==> config.mk <==
export PLATFORM = sky130hd
export DESIGN_NAME = lkg_ctrl
export DESIGN_NICKNAME = d
export VERILOG_FILES = /design/src/rtl/core/lkg_pkg.sv /design/src/rtl/core/lkg_ctrl.sv
export SDC_FILE = /design/constraint.sdc
export NUM_CORES = 1
export LEC_CHECK = 0
export ABC_CLOCK_PERIOD_IN_PS = 1800
export BUFFER_PORTS_ARGS = -buffer_cell sky130_fd_sc_hd__buf_4
export CORE_AREA = 4 4 41 43
export DETAILED_ROUTE_END_ITERATION = 8
export DIE_AREA = 0 0 45 47
export GPL_TIMING_DRIVEN = 0
export PLACE_DENSITY_LB_ADDON = 0.2
export SYNTH_ARGS = -nofsm -noshare
export SYNTH_HDL_FRONTEND = slang
export SYNTH_SLANG_ARGS = --single-unit
==> constraint.sdc <==
create_clock -name clk -period 1.8 [get_ports clk]
set_input_delay 0.27 -clock clk [delete_from_list [all_inputs] [get_ports clk]]
set_output_delay 0.27 -clock clk [all_outputs]
set_load 0.05 [all_outputs]
==> src/rtl/core/lkg_pkg.sv <==
// Shared types and constants of the keyframe guard mode controller.
`timescale 1ns / 1ps

package lkg_pkg;

	// Field widths
	localparam int TYPE_W  = 2;
	localparam int CNT_W   = 32;
	localparam int BYTES_W = 48;
	localparam int TIME_W  = 32;
	localparam int THR_W   = 10;
	localparam int WIN_W   = 16;
	localparam int LOSS_W  = 10;
	localparam int RATE_W  = 32;

	// Derived widths of the loss arithmetic
	localparam int TOT_W = CNT_W + 1;
	localparam int LHS_W = CNT_W + LOSS_W;
	localparam int RHS_W = TOT_W + THR_W;

	// Shared divider: numerator, divisor and quotient widths
	localparam int DIV_N_W = BYTES_W + 3;
	localparam int DIV_D_W = TOT_W;
	localparam int DIV_Q_W = 32;
	localparam int DIV_C_W = $clog2(DIV_Q_W);

	localparam logic [LOSS_W-1:0] LOSS_SCALE = LOSS_W'(1000);
	localparam logic [THR_W-1:0]  THR_RESET  = THR_W'(100);
	localparam logic [WIN_W-1:0]  WIN_RESET  = WIN_W'(2000);

	// Configuration port
	localparam int CFG_IDX_W  = 8;
	localparam int CFG_DATA_W = 16;
	localparam logic [CFG_IDX_W-1:0] REG_LOSS_THR    = CFG_IDX_W'(0);
	localparam logic [CFG_IDX_W-1:0] REG_UPSHIFT_WIN = CFG_IDX_W'(1);

	typedef enum logic [TYPE_W-1:0] {
		REQ_SAMPLE = 2'd0,
		REQ_FRAME  = 2'd1,
		REQ_GUARD  = 2'd2
	} req_t;

	// Controller to datapath
	typedef struct packed {
		logic latch;
		logic prep1;
		logic prep2;
		logic div_start;
		logic div_rate;
		logic loss_cap;
		logic commit;
	} lkg_cmd_t;

	// Datapath to controller
	typedef struct packed {
		logic in_is_sample;
		logic div_done;
	} lkg_stat_t;

endpackage

==> src/rtl/core/lkg_ctrl.sv <==
// Controller: item sequencing, divider scheduling and result handshake.
`timescale 1ns / 1ps

module lkg_ctrl
	import lkg_pkg::*;
(
	input  logic      clk,
	input  logic      arst_n,
	input  logic      in_valid,
	output logic      in_ready,
	output logic      out_valid,
	input  logic      out_ready,
	input  lkg_stat_t stat,
	output lkg_cmd_t  cmd
);

	typedef enum logic [2:0] {
		S_IDLE,
		S_PREP1,
		S_PREP2,
		S_LDIV,
		S_LWAIT,
		S_RDIV,
		S_RWAIT,
		S_FIN
	} state_t;

	state_t state_q;
	logic   out_valid_q;
	logic   accept;
	logic   commit;

	assign in_ready = (state_q == S_IDLE);
	assign accept   = in_valid && in_ready;
	// result register is free once the previous beat leaves
	assign commit   = (state_q == S_FIN) && (!out_valid_q || out_ready);

	always_ff @(posedge clk or negedge arst_n) begin
		if (!arst_n) begin
			state_q     <= S_IDLE;
			out_valid_q <= 1'b0;
		end else begin
			if (commit) begin
				out_valid_q <= 1'b1;
			end else if (out_ready) begin
				out_valid_q <= 1'b0;
			end
			case (state_q)
				S_IDLE: begin
					if (accept) begin
						state_q <= stat.in_is_sample ? S_PREP1 : S_FIN;
					end
				end
				S_PREP1: state_q <= S_PREP2;
				S_PREP2: state_q <= S_LDIV;
				S_LDIV:  state_q <= S_LWAIT;
				S_LWAIT: begin
					if (stat.div_done) begin
						state_q <= S_RDIV;
					end
				end
				S_RDIV:  state_q <= S_RWAIT;
				S_RWAIT: begin
					if (stat.div_done) begin
						state_q <= S_FIN;
					end
				end
				S_FIN: begin
					if (commit) begin
						state_q <= S_IDLE;
					end
				end
				default: state_q <= S_IDLE;
			endcase
		end
	end

	always_comb begin
		cmd.latch     = accept;
		cmd.prep1     = (state_q == S_PREP1);
		cmd.prep2     = (state_q == S_PREP2);
		cmd.div_start = (state_q == S_LDIV) || (state_q == S_RDIV);
		cmd.div_rate  = (state_q == S_RDIV);
		cmd.loss_cap  = (state_q == S_LWAIT) && stat.div_done;
		cmd.commit    = commit;
	end

	assign out_valid = out_valid_q;

endmodule

==> results.tsv <==
stage	metric	value	unit
outcome	status	finished, final reports clean	
place	io_buffers	14	
worst_setup_path	critPathMaxFanout	10	
logic_synthesis	ys_seq_elements	4	
clocking	clock_sinks	4	
routing	wl_per_cell	12.0	microns
floorplanning	dieArea	2120	sq um
worst_hold_path	hold_class	in -> reg	
clocking	root_buffer	clkbuf_4	
sta	tightest_slew	0.185	ns
clocking	h-tree-depth	1	
global_routing	grt_pass1_wl	1370	microns
routing	vias	325	
routing	drc	0	
floorplanning	io_pins	15	
worst_setup_path	path_common_cell	buf_4	
logic_synthesis	netlist.area_leader.share	33.2	%
sta	skew	0.00457	ns
layout	drive_gt1_share	47.2	%
layout	area_delta_synth_final	51.9	%
floorplanning	die_w	45	microns
global_routing	antenna_found_initial	0	
power	ir_worst_vdd	0.000802	V
worst_setup_path	arrival	1.34	ns
worst_setup_path	crit_path_start_kind	flip-flop	
worst_setup_path	critical_path.cell_chain	buf_6 > nor3_2 > and2_1 > buf_4 > buf_4	
logic_synthesis	synth_nets	41	
worst_setup_path	path_buf_inv	3	
logic_synthesis	yosysWarnings	0	
layout	diodes	0	
sta	hold-worst-slack	0.363	ns
layout	fin_nets	61	
power	power_leakage	0.229	nW
routing	avgViaCountPerCell	4.78	
clocking	cts_resized	0	
sta	fin_crit_sh	89.3	%
logic_synthesis	postSynthAreaPerCell	8.62	sq um
logic_synthesis	synth_seq_area_share	33.2	%
logic_synthesis	syn-cell-area	302	sq um
logic_synthesis	async_flop_share	100	%
routing	ant_nets	0	
power	power-per-cell-area	2110	nW/um^2
sta	hold_viol	0	
worst_setup_path	cp-end-kind	primary output	
sta	period_needed	1.61	ns
routing	totalWireLength	816	microns
worst_setup_path	crit_family	buffers and inverters	
floorplanning	die_h	47	microns
sta	slew_headroom	87.6	%
global_routing	grt_use_total	9.11	%
routing	initialDrtViolationCount	9	
logic_synthesis	ys_types	23	
logic_synthesis	syn_inst	35	
logic_synthesis	synth-edff-count	0	
global_routing	grt_remaining_overflow	0	
logic_synthesis	synth_common_cells	nor2_1, dfrtp_1, buf_4	
place	place_hpwl	582	microns
logic_synthesis	ys_top_cells_by_area	dfrtp_1, buf_4, nor2_1	
sta	rsz0062_at_grt	no	
floorplanning	start_util	23.2	%
logic_synthesis	synth_top_area_cell	dfrtp_1	
logic_synthesis	synth_flop_cell	dfrtp_1	
logic_synthesis	yosys.cell_count.top_type	nor2_1	
sta	setup_viol_count_final	0	
worst_setup_path	crit_required	1.53	ns
worst_setup_path	crit_type	reg -> out	
clocking	clk_latency	0.24	ns
floorplanning	rows	13	
clocking	cts_tree	done	
layout	fin_util	35.2	%
sta	max_freq	622	MHz
sta	maxSlewViolCount	0	
clocking	cts.clk_slew.worst_paths	0.04	ns
place	place_congestion	0.711	
routing	drt_pass1_iterations	4	
worst_setup_path	cp_slowest_cell	dfrtp_1	
flow_run	drv_cap	0	
floorplanning	core_area	1300	sq um
clocking	numCtsBuffers	3	
worst_setup_path	slowest_delay	0.36	ns
global_routing	grt_start_max_net_pins	11	
global_routing	grt_pass1_vias	341	
clocking	max-clock-path-buffers	2	
## tightest hold or removal path, cell delays in order
cell and delay [ns]:
buf_4 0.10, a32oi_1 0.09, o211ai_1 0.09
## cell families after synthesis
kind of cell	share of synthesized area, %
AND/OR/NAND/NOR	31.5
AO/OA/AOI/OAI	17.8
buffers and inverters	14.1
flip-flops	33.2
multiplexers	3.32
## area by class of cell
type,count,area [sq um]
Clock buffer,3,22.5
Tap cell,15,18.8
Multi-Input combinational cell,25,159
Inverter,1,3.75
Timing Repair Buffer,15,115
Sequential cell,4,100
Fill cell,164,843
Buffer,5,38.8
## per-stage QoR
stage	worst slack, ns	cell area, sq um	setup TNS, ns	std cells	power [mW]
after floorplan	-0.0632	302	-0.121	35	0.685
after detailed placement	0.425	425	0	64	0.856
after CTS	0.172	458	0	68	0.976
after global placement	0.438	425	0	64	0.847
after global routing	0.0905	458	0	68	1.04
final	0.193	458	0	68	0.967
## layer usage
metal  vias up  global-route usage [%]  part of all wire (%)
li1        155                       -                     -
met1       151                    10.6                    40
met2        19                    15.0                    53
met3         0                    2.68                   6.4
met4         0                    5.26                     0
met5         -                       0                     0
## power by group
group / switching (mW) / total (mW) / internal, mW
sequential: 0.0128 / 0.147 / 0.134
clock: 0.0385 / 0.113 / 0.0747
combinational: 0.462 / 0.707 / 0.245
total: 0.513 / 0.967 / 0.453
## path summary, 6_finish.rpt
| kind | startpoint | end | slack [ns] | depth (start not counted) |
|---|---|---|---|---|
| max reg2reg | state_q[1]$_DFFE_PN0P_ | state_q[2]$_DFFE_PN0P_ | 0.74 | 4 |
| min in group asynchronous | arst_n | state_q[1]$_DFFE_PN0P_ | 0.38 | 2 |
| min reg2reg | state_q[2]$_DFFE_PN0P_ | state_q[0]$_DFFE_PN0P_ | 0.60 | 2 |
| max in group asynchronous | arst_n | state_q[0]$_DFFE_PN0P_ | 1.31 | 2 |
| min | in_valid | state_q[2]$_DFFE_PN0P_ | 0.36 | 3 |
| max | state_q[2]$_DFFE_PN0P_ | cmd[6] | 0.19 | 5 |
## sequential cells by signal, indices dropped and copies added, names as in the netlist
signal     count
out_valid      1
state_q        3
## cell usage in the layout, fill, tap and decap left out, types with 2 or more instances in the layout
cell type,synthesis,layout
nand2b_1,2,2
buf_4,3,17
a31oi_1,2,2
clkbuf_4,0,3
nor2b_1,2,2
nor2_1,5,5
dfrtp_1,4,4
## what timing repair did
action	in CTS	in global routing
setup buffers	0	0
hold buffers	1	0
endpoints found under the hold margin	4	0
Power figures use the tool's default switching activity.
