$ cat src/rtl/core/lkg_pkg.sv
// Shared types and constants of the keyframe guard mode controller.
`timescale 1ns / 1ps

package lkg_pkg;

	// Field widths
	localparam int TYPE_W  = 2;
	localparam int CNT_W   = 32;
	localparam int BYTES_W = 48;
	localparam int TIME_W  = 32;
	localparam int THR_W   = 10;
	localparam int WIN_W   = 16;
	localparam int LOSS_W  = 10;
	localparam int RATE_W  = 32;

	// Derived widths of the loss arithmetic
	localparam int TOT_W = CNT_W + 1;
	localparam int LHS_W = CNT_W + LOSS_W;
	localparam int RHS_W = TOT_W + THR_W;

	// Shared divider: numerator, divisor and quotient widths
	localparam int DIV_N_W = BYTES_W + 3;
	localparam int DIV_D_W = TOT_W;
	localparam int DIV_Q_W = 32;
	localparam int DIV_C_W = $clog2(DIV_Q_W);

	localparam logic [LOSS_W-1:0] LOSS_SCALE = LOSS_W'(1000);
	localparam logic [THR_W-1:0]  THR_RESET  = THR_W'(100);
	localparam logic [WIN_W-1:0]  WIN_RESET  = WIN_W'(2000);

	// Configuration port
	localparam int CFG_IDX_W  = 8;
	localparam int CFG_DATA_W = 16;
	localparam logic [CFG_IDX_W-1:0] REG_LOSS_THR    = CFG_IDX_W'(0);
	localparam logic [CFG_IDX_W-1:0] REG_UPSHIFT_WIN = CFG_IDX_W'(1);

	typedef enum logic [TYPE_W-1:0] {
		REQ_SAMPLE = 2'd0,
		REQ_FRAME  = 2'd1,
		REQ_GUARD  = 2'd2
	} req_t;

	// Controller to datapath
	typedef struct packed {
		logic latch;
		logic prep1;
		logic prep2;
		logic div_start;
		logic div_rate;
		logic loss_cap;
		logic commit;
	} lkg_cmd_t;

	// Datapath to controller
	typedef struct packed {
		logic in_is_sample;
		logic div_done;
	} lkg_stat_t;

endpackage

$ cat src/rtl/core/lkg_div.sv
// Radix-2 restoring divider, one quotient bit per cycle.
`timescale 1ns / 1ps

module lkg_div
	import lkg_pkg::*;
(
	input  logic               clk,
	input  logic               arst_n,
	input  logic               start,
	input  logic [DIV_N_W-1:0] num,
	input  logic [DIV_D_W-1:0] den,
	output logic [DIV_Q_W-1:0] quo,
	output logic               done
);

	localparam int HI_W = DIV_N_W - DIV_Q_W;

	logic [DIV_D_W-1:0] rem_q;
	logic [DIV_D_W-1:0] den_q;
	logic [DIV_Q_W-1:0] quo_q;
	logic [DIV_C_W-1:0] cnt_q;
	logic               busy_q;
	logic               done_q;

	logic [DIV_D_W:0] trial;
	logic [DIV_D_W:0] diff;
	logic             ge;

	// Caller guarantees num[high part] < den, so the quotient fits DIV_Q_W bits.
	assign trial = {rem_q, quo_q[DIV_Q_W-1]};
	assign diff  = trial - {1'b0, den_q};
	assign ge    = trial >= {1'b0, den_q};

	always_ff @(posedge clk or negedge arst_n) begin
		if (!arst_n) begin
			busy_q <= 1'b0;
			done_q <= 1'b0;
			cnt_q  <= '0;
		end else begin
			done_q <= 1'b0;
			if (start) begin
				busy_q <= 1'b1;
				cnt_q  <= '0;
			end else if (busy_q) begin
				cnt_q <= cnt_q + 1'b1;
				if (cnt_q == DIV_C_W'(DIV_Q_W - 1)) begin
					busy_q <= 1'b0;
					done_q <= 1'b1;
				end
			end
		end
	end

	always_ff @(posedge clk) begin
		if (start) begin
			rem_q <= {{(DIV_D_W - HI_W){1'b0}}, num[DIV_N_W-1:DIV_Q_W]};
			quo_q <= num[DIV_Q_W-1:0];
			den_q <= den;
		end else if (busy_q) begin
			rem_q <= ge ? diff[DIV_D_W-1:0] : trial[DIV_D_W-1:0];
			quo_q <= {quo_q[DIV_Q_W-2:0], ge};
		end
	end

	assign quo  = quo_q;
	assign done = done_q;

endmodule

$ cat src/rtl/core/lkg_dp.sv
// Datapath: item registers, interval deltas, loss compare, mode flags, result register.
`timescale 1ns / 1ps

module lkg_dp
	import lkg_pkg::*;
(
	input  logic                  clk,
	input  logic                  arst_n,
	input  lkg_cmd_t              cmd,
	output lkg_stat_t             stat,
	input  logic [TYPE_W-1:0]     req_type,
	input  logic [CNT_W-1:0]      rx_pkts,
	input  logic [CNT_W-1:0]      lost_pkts,
	input  logic [BYTES_W-1:0]    rx_bytes,
	input  logic [TIME_W-1:0]     now_ms,
	input  logic                  frame_corrupted,
	input  logic                  frame_decode_only,
	input  logic                  frame_is_delta,
	input  logic                  cfg_we,
	input  logic [CFG_IDX_W-1:0]  cfg_index,
	input  logic [CFG_DATA_W-1:0] cfg_data,
	output logic                  pass_frame,
	output logic                  keyframe_only,
	output logic                  recovery_armed,
	output logic                  main_blocked,
	output logic                  show_guard,
	output logic [LOSS_W-1:0]     loss_permille,
	output logic [RATE_W-1:0]     rate_kbps
);

	// Configuration
	logic [THR_W-1:0] thr_q;
	logic [WIN_W-1:0] win_q;

	// Mode state
	logic              mode_q, rec_q, gr_q, gs_q, mb_q;
	logic [TIME_W-1:0] lls_q;
	logic [TOT_W-1:0]  prev_tot_q;
	logic [CNT_W-1:0]  prev_lost_q;
	logic [BYTES_W-1:0] prev_bytes_q;
	logic [TIME_W-1:0] prev_time_q;

	// Latched item
	logic [TYPE_W-1:0]  typ_q;
	logic [TOT_W-1:0]   cur_tot_q;
	logic [CNT_W-1:0]   lost_q;
	logic [BYTES_W-1:0] bytes_q;
	logic [TIME_W-1:0]  now_q;
	logic               corr_q, deco_q, delta_q;

	// Working registers
	logic [TOT_W-1:0]   dt_q;
	logic [CNT_W-1:0]   dl_q;
	logic [BYTES_W-1:0] db_q;
	logic [TIME_W-1:0]  dms_q;
	logic               rate_ok_q;
	logic               el_ge_q;
	logic [LHS_W-1:0]   lhs_q;
	logic [RHS_W-1:0]   rhs_q;
	logic               sat_q;
	logic               dt_zero_q;
	logic               dl_gt_q;
	logic [LOSS_W-1:0]  loss_div_q;

	// Result register
	logic              pass_q, out_mode_q, out_rec_q, out_mb_q, out_gs_q;
	logic [LOSS_W-1:0] loss_q;
	logic [RATE_W-1:0] rate_q;

	// Divider
	logic [DIV_N_W-1:0] div_num;
	logic [DIV_D_W-1:0] div_den;
	logic [DIV_Q_W-1:0] div_quo;
	logic               div_done;

	// Next state
	logic              mode_n, rec_n, gr_n, gs_n, mb_n;
	logic [TIME_W-1:0] lls_n;
	logic              pass_n;
	logic [LOSS_W-1:0] loss_n;
	logic [RATE_W-1:0] rate_n;
	logic              gt, eq;
	logic [TIME_W-1:0] elapsed;

	assign stat.in_is_sample = (req_type == REQ_SAMPLE);
	assign stat.div_done     = div_done;

	assign div_num = cmd.div_rate ? {db_q, 3'b000} : DIV_N_W'(lhs_q);
	assign div_den = cmd.div_rate ? DIV_D_W'(dms_q) : dt_q;

	lkg_div u_div (
		.clk    (clk),
		.arst_n (arst_n),
		.start  (cmd.div_start),
		.num    (div_num),
		.den    (div_den),
		.quo    (div_quo),
		.done   (div_done)
	);

	always_ff @(posedge clk or negedge arst_n) begin
		if (!arst_n) begin
			thr_q <= THR_RESET;
			win_q <= WIN_RESET;
		end else if (cfg_we) begin
			case (cfg_index)
				REG_LOSS_THR:    thr_q <= cfg_data[THR_W-1:0];
				REG_UPSHIFT_WIN: win_q <= cfg_data[WIN_W-1:0];
				default: ;
			endcase
		end
	end

	// Payload and working registers
	assign elapsed = now_q - lls_q;

	always_ff @(posedge clk) begin
		if (cmd.latch) begin
			typ_q     <= req_type;
			cur_tot_q <= TOT_W'(rx_pkts) + TOT_W'(lost_pkts);
			lost_q    <= lost_pkts;
			bytes_q   <= rx_bytes;
			now_q     <= now_ms;
			corr_q    <= frame_corrupted;
			deco_q    <= frame_decode_only;
			delta_q   <= frame_is_delta;
		end
		if (cmd.prep1) begin
			dt_q      <= (cur_tot_q >= prev_tot_q) ? cur_tot_q - prev_tot_q : '0;
			dl_q      <= (lost_q >= prev_lost_q) ? lost_q - prev_lost_q : '0;
			db_q      <= bytes_q - prev_bytes_q;
			dms_q     <= now_q - prev_time_q;
			rate_ok_q <= (prev_time_q != '0) && (now_q > prev_time_q) &&
				(bytes_q >= prev_bytes_q);
			// time going backward counts as zero elapsed
			el_ge_q   <= (now_q >= lls_q) ? (elapsed >= TIME_W'(win_q)) : (win_q == '0);
		end
		if (cmd.prep2) begin
			lhs_q     <= LHS_W'(dl_q) * LHS_W'(LOSS_SCALE);
			rhs_q     <= RHS_W'(thr_q) * RHS_W'(dt_q);
			// bytes*8 / ms overflows 32 bits when (bytes*8) >> 32 >= ms
			sat_q     <= TIME_W'(db_q[BYTES_W-1:BYTES_W-(DIV_N_W-DIV_Q_W)]) >= dms_q;
			dt_zero_q <= (dt_q == '0);
			dl_gt_q   <= TOT_W'(dl_q) > dt_q;
		end
		if (cmd.loss_cap) begin
			loss_div_q <= div_quo[LOSS_W-1:0];
		end
		if (cmd.commit) begin
			pass_q     <= pass_n;
			out_mode_q <= mode_n;
			out_rec_q  <= rec_n;
			out_mb_q   <= mb_n;
			out_gs_q   <= gs_n;
			loss_q     <= loss_n;
			rate_q     <= rate_n;
		end
	end

	assign gt = !dt_zero_q && (RHS_W'(lhs_q) > rhs_q);
	assign eq = dt_zero_q ? (thr_q == '0) : (RHS_W'(lhs_q) == rhs_q);

	always_comb begin
		mode_n = mode_q;
		rec_n  = rec_q;
		gr_n   = gr_q;
		gs_n   = gs_q;
		mb_n   = mb_q;
		lls_n  = lls_q;
		pass_n = 1'b0;
		loss_n = '0;
		rate_n = '0;
		case (typ_q)
			REQ_SAMPLE: begin
				if (gt) begin
					lls_n = '0;
					rec_n = 1'b0;
					if (!mode_q) begin
						mode_n = 1'b1;
						mb_n   = 1'b1;
						if (gr_q) begin
							gs_n = 1'b1;
						end
					end
				end else if (!mode_q || eq) begin
					lls_n = '0;
				end else if (!rec_q) begin
					if (lls_q == '0) begin
						lls_n = now_q;
					end else if (el_ge_q) begin
						lls_n = '0;
						rec_n = 1'b1;
					end
				end
				if (dt_zero_q) begin
					loss_n = '0;
				end else if (dl_gt_q) begin
					loss_n = LOSS_SCALE;
				end else begin
					loss_n = loss_div_q;
				end
				if (!rate_ok_q) begin
					rate_n = '0;
				end else if (sat_q) begin
					rate_n = '1;
				end else begin
					rate_n = div_quo;
				end
			end
			REQ_FRAME: begin
				if (!corr_q && !deco_q && !(mode_q && delta_q)) begin
					pass_n = 1'b1;
					// clean keyframe with recovery armed restores main video
					if (rec_q && !delta_q) begin
						rec_n  = 1'b0;
						mode_n = 1'b0;
						mb_n   = 1'b0;
						gs_n   = 1'b0;
					end
				end
			end
			REQ_GUARD: begin
				gr_n = 1'b1;
				if (mode_q) begin
					gs_n = 1'b1;
				end
			end
			default: ;
		endcase
	end

	always_ff @(posedge clk or negedge arst_n) begin
		if (!arst_n) begin
			mode_q       <= 1'b0;
			rec_q        <= 1'b0;
			gr_q         <= 1'b0;
			gs_q         <= 1'b0;
			mb_q         <= 1'b0;
			lls_q        <= '0;
			prev_tot_q   <= '0;
			prev_lost_q  <= '0;
			prev_bytes_q <= '0;
			prev_time_q  <= '0;
		end else if (cmd.commit) begin
			mode_q <= mode_n;
			rec_q  <= rec_n;
			gr_q   <= gr_n;
			gs_q   <= gs_n;
			mb_q   <= mb_n;
			lls_q  <= lls_n;
			if (typ_q == REQ_SAMPLE) begin
				prev_tot_q   <= cur_tot_q;
				prev_lost_q  <= lost_q;
				prev_bytes_q <= bytes_q;
				prev_time_q  <= now_q;
			end
		end
	end

	assign pass_frame     = pass_q;
	assign keyframe_only  = out_mode_q;
	assign recovery_armed = out_rec_q;
	assign main_blocked   = out_mb_q;
	assign show_guard     = out_gs_q;
	assign loss_permille  = loss_q;
	assign rate_kbps      = rate_q;

endmodule

$ cat config.mk
export PLATFORM = sky130hd
export DESIGN_NAME = lkg_dp
export DESIGN_NICKNAME = d
export VERILOG_FILES = /design/src/rtl/core/lkg_pkg.sv /design/src/rtl/core/lkg_div.sv /design/src/rtl/core/lkg_dp.sv
export SDC_FILE = /design/constraint.sdc
export NUM_CORES = 2
export LEC_CHECK = 0
export ABC_AREA = 1
export BUFFER_PORTS_ARGS = -buffer_cell sky130_fd_sc_hd__buf_2
export CORE_AREA = 2 2 327 329
export DETAILED_ROUTE_END_ITERATION = 12
export DIE_AREA = 0 0 329 331
export PLACE_DENSITY = 0.83
export SLEW_MARGIN = 15
export SYNTH_ARGS = -nofsm -noshare
export SYNTH_HDL_FRONTEND = slang
export SYNTH_SLANG_ARGS = --single-unit
export TNS_END_PERCENT = 30
$ cat constraint.sdc
create_clock -name clk -period 7.2 [get_ports clk]
set_clock_uncertainty 0.1 [all_clocks]
set_input_delay 1.08 -clock clk [delete_from_list [all_inputs] [get_ports clk]]
set_output_delay 1.08 -clock clk [all_outputs]
set_load 0.01 [all_outputs]
==> impl_metrics.py <==
metrics = {
    "global_routing": {
        "first_global_vias": 49900,
        "grt_max_degree": 220,
        "grt_pass1_wl_um": 276700,
        "antenna_found_initial": 10,
        "grt_overflow": 0,
        "grt_usage_pct": 32.96,
    },
    "critical_path": {
        "slowest_delay_ns": 0.85,
        "r2r_cells": 20,
        "worst-path-stages": 20,
        "arrival_ns": 6.54,
        "path_common_cell": "fa_1",
        "critPathRequiredTime_ns": 7.52,
        "worstSetupEndpointType": "register",
        "worstPathCellList": "buf_4, nand2_1, inv_1, fa_1, fa_1, fa_1, fa_1, inv_1, fa_1, inv_1, ha_1, a21oi_1, inv_1, a31oi_1, nand2_1, nand2_1, o211ai_1, a21oi_1, o21ai_0, xor2_1",
        "cp_top_family": "adder cells",
        "cp-start-kind": "register",
        "path_buf_inv": 5,
        "slowest_stage": "dfrtp_1",
        "critical_path_class": "reg2reg",
        "crit_fanout": 17,
    },
    "detailed_routing": {
        "firstDrtPassIters": 8,
        "wl_per_cell_um": 20.04,
        "antenna_left": 0,
        "drt_iter0_drc": 5562,
        "drc": 0,
        "drt_wl_total_um": 178000,
        "vias_per_cell": 5.653,
        "vias": 50200,
    },
    "final_layout": {
        "n_fill_cell": 8759,
        "drive_gt1_share_pct": 6.079,
        "regArea_mm2": 0.02138,
        "mostFrequentLayoutCell": "nand2_1",
        "multi_input_area_mm2": 0.03327,
        "finish.net_count": 8481,
        "layout_common_cells": "nand2_1, inv_1, edfxtp_1",
        "area_delta_synth_final_pct": 9.045,
    },
    "clock_network": {
        "cts_resized": 0,
        "post_cts_buffers": 0,
        "h-tree-depth": 3,
        "cts_buffers": 83,
        "cts_tree": "yes",
        "clock_path_buffers": 3,
        "root_buffer": "clkbuf_16",
        "clkLatencyLatePin_ns": 0.72,
        "hold_buffers": 0,
        "clk_pin_slew_ns": 0.06,
        "cts.sinks": 752,
    },
    "logic_synthesis": {
        "synth_edf_count": 523,
        "yosysSeqAreaShare_pct": 35.22,
        "synth_area_mm2": 0.06070,
        "synth_area_leader_cell": "edfxtp_1",
        "ys.flop_type": "edfxtp_1",
        "syn_inst": 7228,
        "synth.top_cell.area_share_pct": 25.87,
        "ys_types": 66,
        "ys_ff_latch": 752,
        "synthArstFlopShare_pct": 28.59,
        "yosysWarnings": 0,
        "avgSynthCellArea_um2": 8.398,
        "synth_nets": 8295,
        "synth.area.top_cells": "edfxtp_1, fa_1, ha_1",
    },
    "sta": {
        "setup_viol": 0,
        "relSlewSlack_pct": 20.20,
        "setup-tns-final_ns": 0,
        "timing.fmax_mhz": 160.7,
        "period_share_pct": 86.43,
        "rsz0062_at_grt": "no",
        "period_minus_slack_ns": 6.223,
        "hold_viol": 0,
        "report.final.slew_viol_count": 0,
        "worstMarginPinSlew_ns": 1.197,
        "worst_slack_ns": 0.9769,
    },
    "die": {
        "initial_core_util_pct": 57.82,
        "row_count": 119,
        "core_region_area_mm2": 0.1050,
        "dieArea_mm2": 0.1089,
        "die_w_um": 329,
        "ios": 232,
        "die_h_um": 331,
    },
    "place": {
        "dpl.hpwl_um": 142900,
        "place_ws_ns": 1.042,
        "place_congestion": 1.009,
        "io_buffers": 231,
    },
    "worst_hold_path": {
        "hold_path_class": "in2async",
    },
    "power_and_ir_drop": {
        "leakagePower_uw": 0.03279,
        "power_density_mw_per_mm2": 518.2,
        "peakVddDrop_v": 0.0008185,
    },
    "flow_run": {
        "maxCapViolCount": 0,
    },
    "run_status": {
        "status": "finished clean",
    },
}
per-layer routing:
metal	share of wire [%]	track usage, %	vias up
li1	-	-	23710
met3	9.6	6.540	428
met2	45	52.75	2384
met5	0.019	0	-
met1	40	43.70	23670
met4	4.7	14.58	6
cells in the mapped netlist (all sizes together) (2+ instances only):
library cell and number:
o21bai 41, o221ai 6, clkbuf 127, a21o 42, nor4b 3, o31ai 2, nand3b 10, a21boi 16
inv 1427, nor4 51, edfxtp 523, nor2 490, o311ai 2, nand2 1583, o21ai 521, buf 37
a31o 2, a31oi 56, nor3b 3, xnor2 100, and2 3, mux2 6, a221oi 11, a211oi 10
o21a 22, ha 513, a2111oi 2, nand3 176, dfxtp 14, dfstp 9, and3 6, nand4 45
nor3 71, o22ai 29, fa 371, or2 7, xor2 168, dfrtp 206, a21oi 478, o211ai 30
o2111ai 3
cell families (layout without fill, tap and decap cells):
kind of cell | Yosys count | after routing | share of synthesized area [%]
other | 0 | 4 | 0
AO/OA/AOI/OAI | 1277 | 1277 | 11.64
AND/OR/NAND/NOR | 2449 | 2449 | 16.36
flip-flops | 752 | 752 | 35.22
adder cells (fa/ha/maj) | 884 | 884 | 22.81
buffers and inverters | 1592 | 1849 | 9.989
multiplexers | 6 | 6 | 0.1113
XOR/XNOR | 268 | 268 | 3.867
registers in the layout (all words and copies together), names as in the netlist, 33 cells and up:
| name | cells |
|---|---|
| bytes_q | 48 |
| db_q | 48 |
| prev_bytes_q | 48 |
| rhs_q | 43 |
| lhs_q | 39 |
| cur_tot_q | 33 |
| dt_q | 33 |
| prev_tot_q | 33 |
| u_div.den_q | 33 |
| u_div.rem_q | 33 |
per-stage QoR:
stage          cell area, um^2  cells  hold slack [ns]  util, %  total power [uW]
3_3_place_gp             63210   8720           0.3312    60.21             28810
4_1_cts                  66180   8876           0.1652    63.04             33970
3_5_place_dp             63210   8720           0.3346    60.21             29270
6_report                 66190   8880           0.1836    63.06             34300
5_1_grt                  66180   8876           0.1989    63.05             37030
2_1_floorplan            60700   7228           0.3264        -             22500
layout make-up:
cell class / count / area share, %
multi-input combinational: 4884 / 50.26
sequential: 752 / 32.30
inverter: 1428 / 8.098
clock buffer: 105 / 3.401
tap: 1391 / 2.629
timing repair buffer: 265 / 2.212
clock inverter: 51 / 1.085
antenna: 4 / 0.01512
final timing paths:
check / from / endpoint / slack, ns
worst max-delay path: thr_q[4]$_DFFE_PN0P_ / rhs_q[26]$_DFFE_PP_ / 0.98
worst min-delay path: arst_n / prev_lost_q[12]$_DFFE_PN0P_ / 0.18
worst max register to register: thr_q[4]$_DFFE_PN0P_ / rhs_q[26]$_DFFE_PP_ / 0.98
worst min register to register: u_div.quo[7]$_DFFE_PP_ / loss_div_q[7]$_DFFE_PP_ / 0.35
max in group asynchronous: arst_n / u_div.cnt_q[4]$_DFFE_PN0P_ / 5.65
min in group clk: u_div.quo[7]$_DFFE_PP_ / loss_div_q[7]$_DFFE_PP_ / 0.35
report_power, final:
part	total (uW)	switching (uW)	internal (uW)
registers	7990	1280	6710
clock network	4550	1920	2630
logic	21800	14100	7660
total	34300	17300	17000
No activity file was read; power rests on OpenSTA's default activity.
